[src/sv/ordered_record_list_defines.svh]
// assertion macros shared by the ordered record list
`ifndef ORDERED_RECORD_LIST_DEFINES_SVH
`define ORDERED_RECORD_LIST_DEFINES_SVH

// same-cycle implication, checked out of reset
`define ORL_ASSERT_NOW(lbl, ante, cons, msg) \
    lbl: assert property (@(posedge i_clk) disable iff (!i_rst_n) (ante) |-> (cons)) \
        else $error(msg);

// next-cycle implication, checked out of reset
`define ORL_ASSERT_NEXT(lbl, ante, cons, msg) \
    lbl: assert property (@(posedge i_clk) disable iff (!i_rst_n) (ante) |=> (cons)) \
        else $error(msg);

`endif

[src/sv/orl_pkg.sv]
// types, codes and defaults of the ordered record list
package orl_pkg;

    localparam int ORL_LIST_DEPTH = 16;

    typedef enum logic [2:0] {
        CMD_INS_FRONT = 3'd0,
        CMD_INS_BACK  = 3'd1,
        CMD_INS_POS   = 3'd2,
        CMD_SEARCH    = 3'd3,
        CMD_DEL_FRONT = 3'd4,
        CMD_DEL_BACK  = 3'd5
    } t_command;

    typedef enum logic [2:0] {
        ST_OK       = 3'd0,
        ST_EMPTY    = 3'd1,
        ST_BADPOS   = 3'd2,
        ST_FULL     = 3'd3,
        ST_NOTFOUND = 3'd4
    } t_status;

    typedef enum logic {
        S_IDLE,
        S_SEARCH
    } t_state;

    typedef struct packed {
        logic [2:0]  command;
        logic [3:0]  position;
        logic [63:0] team_name;
        logic [63:0] leader_name;
        logic [63:0] language_name;
        logic [15:0] member_count;
    } t_cmd_in;

    typedef struct packed {
        logic [2:0] status;
        logic [3:0] found_index;
        logic [4:0] entry_count;
    } t_result;

    typedef struct packed {
        logic [63:0] team_name;
        logic [63:0] leader_name;
        logic [63:0] language_name;
        logic [15:0] member_count;
    } t_record;

    // broadcast control from the sequencer to every cell
    typedef struct packed {
        logic ins;
        logic del;
        logic probe_start;
        logic probe_step;
        logic probe_clear;
    } t_cell_cmd;

endpackage

[src/sv/ordered_record_list.sv]
// top level of the ordered record list: sequencer plus a chain of record cells
// inserts and removes: result strobe in the cycle after the transfer, one command per cycle while no search is busy
// search: a token walks the cells one per cycle from index 0, and the result strobe follows the first
//   hit, or the last record on a miss; busy is high while the token walks
// reset (synchronous, active low) empties the list and clears the token and strobe
`include "ordered_record_list_defines.svh"
module ordered_record_list #(
    parameter int LIST_DEPTH = orl_pkg::ORL_LIST_DEPTH
) (
    input  logic             i_clk,
    input  logic             i_rst_n,
    input  logic             start,
    output logic             busy,
    input  orl_pkg::t_cmd_in i_cmd,
    output logic             o_done,
    output orl_pkg::t_result o_result
);
    import orl_pkg::*;

    localparam int IW   = $clog2(LIST_DEPTH);
    localparam int CW   = $clog2(LIST_DEPTH + 1);
    localparam int CMPW = (CW > 4) ? CW : 4;

    t_state              r_state;
    t_state              n_state;
    logic [CW-1:0]       r_count;
    logic [CW-1:0]       n_count;
    logic [IW-1:0]       r_scan;
    logic [IW-1:0]       n_scan;
    logic [63:0]         r_key;
    logic [63:0]         n_key;
    logic                r_done;
    logic                n_done;
    t_result             r_result;
    t_result             n_result;

    t_cell_cmd           cell_cmd;
    logic [IW-1:0]       cell_at;
    t_record             new_rec;
    t_record             cell_rec [LIST_DEPTH];
    logic [LIST_DEPTH-1:0] cell_probe;
    logic [LIST_DEPTH-1:0] cell_match;

    logic                accept;
    logic                is_empty;
    logic                is_full;
    logic                hit;
    logic                scan_last;
    logic [CMPW-1:0]     pos_w;
    logic [CMPW-1:0]     cnt_w;
    logic [CW+4:0]       count_ext;
    logic [IW+3:0]       scan_ext;

    // command decode helpers
    assign accept    = start && !busy;
    assign is_empty  = (r_count == '0);
    assign is_full   = (r_count == CW'(LIST_DEPTH));
    assign hit       = |cell_match;
    assign scan_last = (CW'(r_scan) == CW'(r_count - CW'(1)));
    assign pos_w     = CMPW'(i_cmd.position);
    assign cnt_w     = CMPW'(r_count);
    assign count_ext = (CW + 5)'(n_count);
    assign scan_ext  = (IW + 4)'(r_scan);
    assign new_rec   = '{team_name:     i_cmd.team_name,
                         leader_name:   i_cmd.leader_name,
                         language_name: i_cmd.language_name,
                         member_count:  i_cmd.member_count};

    // next state
    always_comb begin
        n_state = r_state;
        case (r_state)
            S_IDLE: begin
                if (accept && (i_cmd.command == CMD_SEARCH) && !is_empty) begin
                    n_state = S_SEARCH;
                end
            end
            S_SEARCH: begin
                if (hit || scan_last) begin
                    n_state = S_IDLE;
                end
            end
            default: n_state = S_IDLE;
        endcase
    end

    // cell control, count update and result
    always_comb begin
        cell_cmd             = '0;
        cell_at              = '0;
        n_count              = r_count;
        n_scan               = r_scan;
        n_key                = r_key;
        n_done               = 1'b0;
        n_result.status      = ST_OK;
        n_result.found_index = '0;
        n_result.entry_count = '0;
        case (r_state)
            S_IDLE: begin
                if (accept) begin
                    n_done = 1'b1;
                    case (i_cmd.command)
                        CMD_INS_FRONT: begin
                            if (is_full) begin
                                n_result.status = ST_FULL;
                            end else begin
                                cell_cmd.ins = 1'b1;
                                n_count      = r_count + CW'(1);
                            end
                        end
                        CMD_INS_BACK: begin
                            if (is_full) begin
                                n_result.status = ST_FULL;
                            end else begin
                                cell_cmd.ins = 1'b1;
                                cell_at      = cnt_w[IW-1:0];
                                n_count      = r_count + CW'(1);
                            end
                        end
                        CMD_INS_POS: begin
                            if (!(pos_w < cnt_w)) begin
                                n_result.status = ST_BADPOS;
                            end else if (is_full) begin
                                n_result.status = ST_FULL;
                            end else begin
                                cell_cmd.ins = 1'b1;
                                n_count      = r_count + CW'(1);
                                if (pos_w == '0) begin
                                    cell_at = '0;
                                end else if (pos_w == cnt_w - CMPW'(1)) begin
                                    cell_at = cnt_w[IW-1:0];
                                end else begin
                                    cell_at = pos_w[IW-1:0];
                                end
                            end
                        end
                        CMD_SEARCH: begin
                            if (is_empty) begin
                                n_result.status = ST_EMPTY;
                            end else begin
                                n_done               = 1'b0;
                                cell_cmd.probe_start = 1'b1;
                                n_scan               = '0;
                                n_key                = i_cmd.team_name;
                            end
                        end
                        CMD_DEL_FRONT: begin
                            if (is_empty) begin
                                n_result.status = ST_EMPTY;
                            end else begin
                                cell_cmd.del = 1'b1;
                                n_count      = r_count - CW'(1);
                            end
                        end
                        CMD_DEL_BACK: begin
                            if (is_empty) begin
                                n_result.status = ST_EMPTY;
                            end else begin
                                n_count = r_count - CW'(1);
                            end
                        end
                        default: begin
                            n_result.status = ST_OK;
                        end
                    endcase
                end
            end
            S_SEARCH: begin
                if (hit) begin
                    n_done               = 1'b1;
                    cell_cmd.probe_clear = 1'b1;
                    n_result.found_index = scan_ext[3:0];
                end else if (scan_last) begin
                    n_done               = 1'b1;
                    cell_cmd.probe_clear = 1'b1;
                    n_result.status      = ST_NOTFOUND;
                end else begin
                    cell_cmd.probe_step = 1'b1;
                    n_scan              = r_scan + IW'(1);
                end
            end
            default: begin
                cell_cmd.probe_clear = 1'b1;
            end
        endcase
        n_result.entry_count = count_ext[4:0];
    end

    // control registers
    always_ff @(posedge i_clk) begin
        if (!i_rst_n) begin
            r_state <= S_IDLE;
            r_count <= '0;
            r_done  <= 1'b0;
        end else begin
            r_state <= n_state;
            r_count <= n_count;
            r_done  <= n_done;
        end
    end

    // payload registers
    always_ff @(posedge i_clk) begin
        r_scan   <= n_scan;
        r_key    <= n_key;
        r_result <= n_result;
    end

    // chain of record cells
    for (genvar g = 0; g < LIST_DEPTH; g++) begin : g_cell
        orl_cell #(
            .LIST_DEPTH (LIST_DEPTH),
            .IDX        (g)
        ) u_cell (
            .i_clk        (i_clk),
            .i_rst_n      (i_rst_n),
            .i_cmd        (cell_cmd),
            .i_at         (cell_at),
            .i_new        (new_rec),
            .i_left       (cell_rec[(g == 0) ? 0 : g - 1]),
            .i_right      (cell_rec[(g == LIST_DEPTH - 1) ? g : g + 1]),
            .i_left_probe ((g == 0) ? 1'b0 : cell_probe[(g == 0) ? 0 : g - 1]),
            .i_key        (r_key),
            .o_rec        (cell_rec[g]),
            .o_probe      (cell_probe[g]),
            .o_match      (cell_match[g])
        );
    end

    assign busy     = (r_state != S_IDLE);
    assign o_done   = r_done;
    assign o_result = r_result;

    // the search token sits in at most one cell
    `ORL_ASSERT_NOW(a_probe_onehot, 1'b1, $onehot0(cell_probe), "search token in two cells")
    // the list never holds more records than it has cells
    `ORL_ASSERT_NOW(a_count_bound, 1'b1, r_count <= CW'(LIST_DEPTH), "record count over depth")
    // a count change always comes with a result strobe
    `ORL_ASSERT_NOW(a_count_done, !$stable(r_count), o_done, "count moved without result")
    // every transfer other than a search reports in the next cycle
    `ORL_ASSERT_NEXT(a_cmd_done, accept && (i_cmd.command != CMD_SEARCH), o_done, "missing result")

endmodule

[src/sv/orl_cell.sv]
// one list slot: holds a record, shifts with its neighbors, compares on search
module orl_cell #(
    parameter int LIST_DEPTH = orl_pkg::ORL_LIST_DEPTH,
    parameter int IDX        = 0
) (
    input  logic                          i_clk,
    input  logic                          i_rst_n,
    input  orl_pkg::t_cell_cmd            i_cmd,
    input  logic [$clog2(LIST_DEPTH)-1:0] i_at,
    input  orl_pkg::t_record              i_new,
    input  orl_pkg::t_record              i_left,
    input  orl_pkg::t_record              i_right,
    input  logic                          i_left_probe,
    input  logic [63:0]                   i_key,
    output orl_pkg::t_record              o_rec,
    output logic                          o_probe,
    output logic                          o_match
);
    import orl_pkg::*;

    localparam int IW = $clog2(LIST_DEPTH);
    localparam logic [IW-1:0] MY_IDX = IW'(IDX);

    t_record r_rec;
    t_record n_rec;
    logic    r_probe;
    logic    n_probe;

    // slot contents: load, take from left on insert, take from right on remove
    always_comb begin
        n_rec = r_rec;
        if (i_cmd.ins) begin
            if (MY_IDX == i_at) begin
                n_rec = i_new;
            end else if (MY_IDX > i_at) begin
                n_rec = i_left;
            end
        end else if (i_cmd.del) begin
            n_rec = i_right;
        end
    end

    // search token walks one slot per cycle
    always_comb begin
        n_probe = r_probe;
        if (i_cmd.probe_clear) begin
            n_probe = 1'b0;
        end else if (i_cmd.probe_start) begin
            n_probe = (IDX == 0);
        end else if (i_cmd.probe_step) begin
            n_probe = i_left_probe;
        end
    end

    always_ff @(posedge i_clk) begin
        r_rec <= n_rec;
    end

    always_ff @(posedge i_clk) begin
        if (!i_rst_n) begin
            r_probe <= 1'b0;
        end else begin
            r_probe <= n_probe;
        end
    end

    assign o_rec   = r_rec;
    assign o_probe = r_probe;
    assign o_match = r_probe && (r_rec.team_name == i_key);

endmodule

[config.mk]
export PLATFORM = sky130hd
export DESIGN_NAME = ordered_record_list
export DESIGN_NICKNAME = d
export VERILOG_FILES = /design/src/sv/orl_pkg.sv /design/src/sv/ordered_record_list.sv /design/src/sv/orl_cell.sv
export VERILOG_INCLUDE_DIRS = /design/src /design/src/sv
export SDC_FILE = /design/constraint.sdc
export NUM_CORES = 2
export LEC_CHECK = 0
export BUFFER_PORTS_ARGS = -buffer_cell sky130_fd_sc_hd__buf_4
export CAP_MARGIN = 10
export CORE_UTILIZATION = 30
export CTS_CLUSTER_DIAMETER = 200
export CTS_CLUSTER_SIZE = 12
export DETAILED_ROUTE_END_ITERATION = 7
export PLACE_DENSITY = 0.45
export SETUP_SLACK_MARGIN = 0.4
export SLEW_MARGIN = 20
export SYNTH_ARGS = -nofsm -noshare
export SYNTH_HDL_FRONTEND = slang
export SYNTH_SLANG_ARGS = --single-unit
[constraint.sdc]
create_clock -name i_clk -period 14.33 [get_ports i_clk]
set_input_delay 2.866 -clock i_clk [delete_from_list [all_inputs] [get_ports i_clk]]
set_output_delay 2.866 -clock i_clk [all_outputs]
set_load 0.01 [all_outputs]
==> summary.md <==
| Metric | Value |
|---|---|
| Hold_buf cts | 0 |
| Final Cycle Share | 0.5671 |
| Placed Instances | between 9000 and 10000 |
| YS warnings | 0 |
| Distinct cells, synth | 88 |
| Drt drc | 0 |
| Pre-antenna DRT Iters | 8 |
| Vias per cell | 6.537 |
| Met3 usage | 0.1966 |
| Core region area | 0.2279 mm2 |
| Layout area overhead | 10.89% |
| I/O Buffers | 87 |
| Post-route setup TNS | 0 ns |
| Clk_lat worst skew | 0.82 ns |
| DR vias | 65010 |
| Pwr Density | 103.9 mW/mm2 |
| Cts bufs inserted | between 100 and 150 |
| Grt met2 use | 0.5887 |
| Slowest CP cell | buf_4 |
| Wire per inst | 49.19 um |
| Clk sink count | 1127 |
| Final Hold Slack | between 0.5 and 0.6 ns |
| Io pins | ~230 |
| Post-Layout Cell Count | 9945 |
| CP required | between 10 and 15 ns |
| Slew Viols, Final | 0 |
| Post-layout min period | 8.127 ns |
| Root Buffer | clkbuf_16 |
| Crit path buffers/inverters | 5 |
| Mean Syn Cell Area | 9.805 um2 |
| CTS tree | yes |
| CP cell instances | buf_4 > ha_1 > nor2b_1 > o21a_1 > o31a_1 > o21ai_0 > and2b_1 > nand3_4 > buf_4 > buf_4 > buf_12 > buf_4 > nand2_1 > o211ai_1 |
| Register area share after synthesis | 0.4860 |
| Max clock buf depth | 3 |
| Largest family of logic cells by synthesized area | simple AND/OR/NAND/NOR gates |
| Chip width | 481.3 um |
| Critical Path Source Type | input port |
| Worst Clk Skew | 0.03833 ns |
| Synthesized-area fraction occupied by adder cells | 0.001453 |
| Synth Area in XOR/XNOR | 0.1079 |
| Fillers | around 24000 |
| Die height | 481.3 um |
| Max-cap viol count | 0 |
| Crit path largest cell delay | 0.90 ns |
| Die ar. | 0.2316 mm2 |
| Remaining Overflow, GRT | 0 |
| CP most frequent cell | buf_4 |
| CTS H-tree lvls | 3 |
| Post-DRT Antenna Nets | 0 |
| First DRT Iteration DRCs | approximately 9900 |
| Peak Freq | 123.1 MHz |
| Compound-Gate Fraction of Synth Area | 0.1477 |
| DRT Wirelength | 489200 um |
| Reg area | 0.03349 mm2 |
| Post-CTS sizing | 0 |
| Met1 Usage GRT | 0.5460 |
| Post-CTS Setup Bufs | 0 |
| Starting Density | 0.3023 |
| VDD IR-drop max | 0.09533 mV |
| Synthesized Nets | ~7300 |
| Seq cells post-synth | 1127 |
| Hold Path Class | reg -> reg |
| Syn Inst Count | between 7000 and 8000 |
| Slew HR | 0.04275 |
| Busiest layer in global routing | met2 |
| Status | finished clean |
| CP Class | in -> reg |
| Mux cell area share after synthesis | 0.01075 |
| FFs w/ async S/R, synth | 0 |
| Post-layout net count | 7093 |
| Number of synthesized flops with an enable pin | 1092 |
| First-pass GRT wire length | 622300 um |
| Crit end category | flip-flop |
| Antenna violations before repair | 50 |
| Primary FF master, synth | edfxtp_1 |
| Area of the multi-input gates | 0.03354 mm2 |
| LEAKAGE | 24.58 nW |
| CP top delay family | buffers and inverters |
| Mapped cell area | 0.06891 mm2 |
| Total GRT Usage | 0.4108 |
| Tot Pwr | 7.938 mW |
| Endpoints failing setup | 0 |
| Share of layout cells above drive strength 1 | 0.08408 |
| Worst Path Arrival | 8.75 ns |
| Vias in the first global route | 59910 |
| Placer Congestion | between 1 and 1.5 |
| Row count | between 150 and 200 |
| Largest net degree at the start of global routing | 158 |
| Reg clk slew, reported paths | about 0.080 ns |
| RSZ-0062 raised after global routing | false |
| Worst Path Max Fanout | approximately 140 |
| HPWL after DPL | roughly 380000 um |
| Simple-Gate Fraction of Synth Area | 0.2087 |
| Worst-Margin Slew | 1.426 ns |
| Fin. Hold Viols | 0 |
-- sequential cells by signal (all words and copies together) (netlist names) --
| register | count |
|---|---|
| o_result | 12 |
| g_cell.u_cell.o_probe | 16 |
| r_scan | 4 |
| r_key | 64 |
| g_cell.u_cell.o_rec | 1024 |
| cnt_w | 5 |
| busy | 1 |
| o_done | 1 |
-- kinds of logic (layout without fill, tap and decap cells) --
family | after synthesis | in the layout
mux | 66 | 66
buf+inv | 654 | 536
other cells | 0 | 26
fa+ha+maj | 8 | 8
compound gates | 1395 | 1395
simple gates | 2931 | 2931
xor+xnor | 847 | 847
flops | 1127 | 1127
-- metal layers --
metal | share of wire | up-vias
met5 | 0.00015 | -
met1 | 0.42 | 34340
met3 | 0.14 | 532
met2 | 0.41 | 4216
met4 | 0.032 | 12
li1 | - | 25910
-- worst register-to-register path, stage by stage, from the launching register on --
cell and delay (ns):
dfxtp_1 0.31, buf_4 0.22, inv_1 0.21, ha_1 0.35, nor2_1 0.04, nor2_1 0.08, o31a_1 0.63, o21ai_0 0.14
and2b_1 0.26, nand3_4 0.44, buf_4 0.63, buf_4 0.81, buf_12 0.49, buf_4 1.33, nand2_1 0.34, o211ai_1 0.16
-- where the power goes --
part	total [mW]	internal [mW]	switching, mW	leakage (nW)
Clock	2.81	1.33	1.48	1.37
Sequential	4.03	3.81	0.222	10.4
Combinational	1.10	0.303	0.795	12.9
-- Yosys cell counts (all sizes together), types with 35 or more instances --
cell     number  area share
nand2b      306       0.028
a21oi       425       0.031
nor2        512       0.028
a221o       254       0.037
nand4       383       0.035
nor3         42      0.0031
xnor2       735       0.093
mux2         64       0.010
dfxtp        35       0.010
o21ai        63      0.0046
buf         155       0.010
a22o         72      0.0092
clkbuf      412       0.022
nand3       529       0.038
a21o         66      0.0072
o211ai      348       0.038
o2111ai      43      0.0055
nand2       898       0.049
inv          87      0.0047
xor2        111       0.014
edfxtp     1092        0.48
nor4        151       0.015
-- stage by stage --
| stage | utilization | setup slack, ns | instance area, um2 |
|---|---|---|---|
| floorplan | - | 3.326 | 68910 |
| global placement | 0.3206 | 5.738 | 73090 |
| global route | 0.3349 | 6.155 | 76350 |
| CTS | 0.3333 | 6.574 | 75980 |
| detailed placement | 0.3208 | 5.732 | 73130 |
| finish | 0.3352 | 6.203 | 76410 |
-- cell type report --
cell class / instances / share of cell area
Multi-Input combinational cell: 5247 / 0.4389
Inverter: 87 / 0.004388
Clock buffer: 144 / 0.03602
Sequential cell: 1127 / 0.4383
Timing Repair Buffer: 301 / 0.03098
Clock inverter: 4 / 0.001261
Tap cell: 3009 / 0.04927
Antenna cell: 26 / 0.0008515
-- placed cells by master (no fill, tap or decap), drive strengths merged, types with 14 or more instances in the layout --
cell | Yosys | routed
nor4b | 21 | 21
o22ai | 26 | 26
o2111ai | 43 | 43
edfxtp | 1092 | 1092
clkbuf | 412 | 144
diode | 0 | 26
nor2b | 19 | 19
buf | 155 | 301
nor3 | 42 | 42
dfxtp | 35 | 35
o221ai | 22 | 22
mux2 | 64 | 64
a21oi | 425 | 425
a22o | 72 | 72
a22oi | 14 | 14
nor2 | 512 | 512
xnor2 | 735 | 735
xor2 | 111 | 111
nand2 | 898 | 898
nand4 | 383 | 383
o211ai | 348 | 348
nor4 | 151 | 151
nand3 | 529 | 529
o21ai | 63 | 63
a21o | 66 | 66
inv | 87 | 87
a221o | 254 | 254
nand2b | 306 | 306
-- path summary, 6_finish.rpt --
path                            start                            to  slack [ns]  depth (start not counted)
max                        i_cmd[209]  g_cell[10].u_cell.o_rec[175]        6.20                         14
min          g_cell[6].u_cell.o_probe      g_cell[7].u_cell.o_probe        0.51                          2
max reg2reg                  cnt_w[3]  g_cell[10].u_cell.o_rec[175]        7.73                         15
min reg2reg  g_cell[6].u_cell.o_probe      g_cell[7].u_cell.o_probe        0.51                          2
Power figures use the tool's default switching activity.
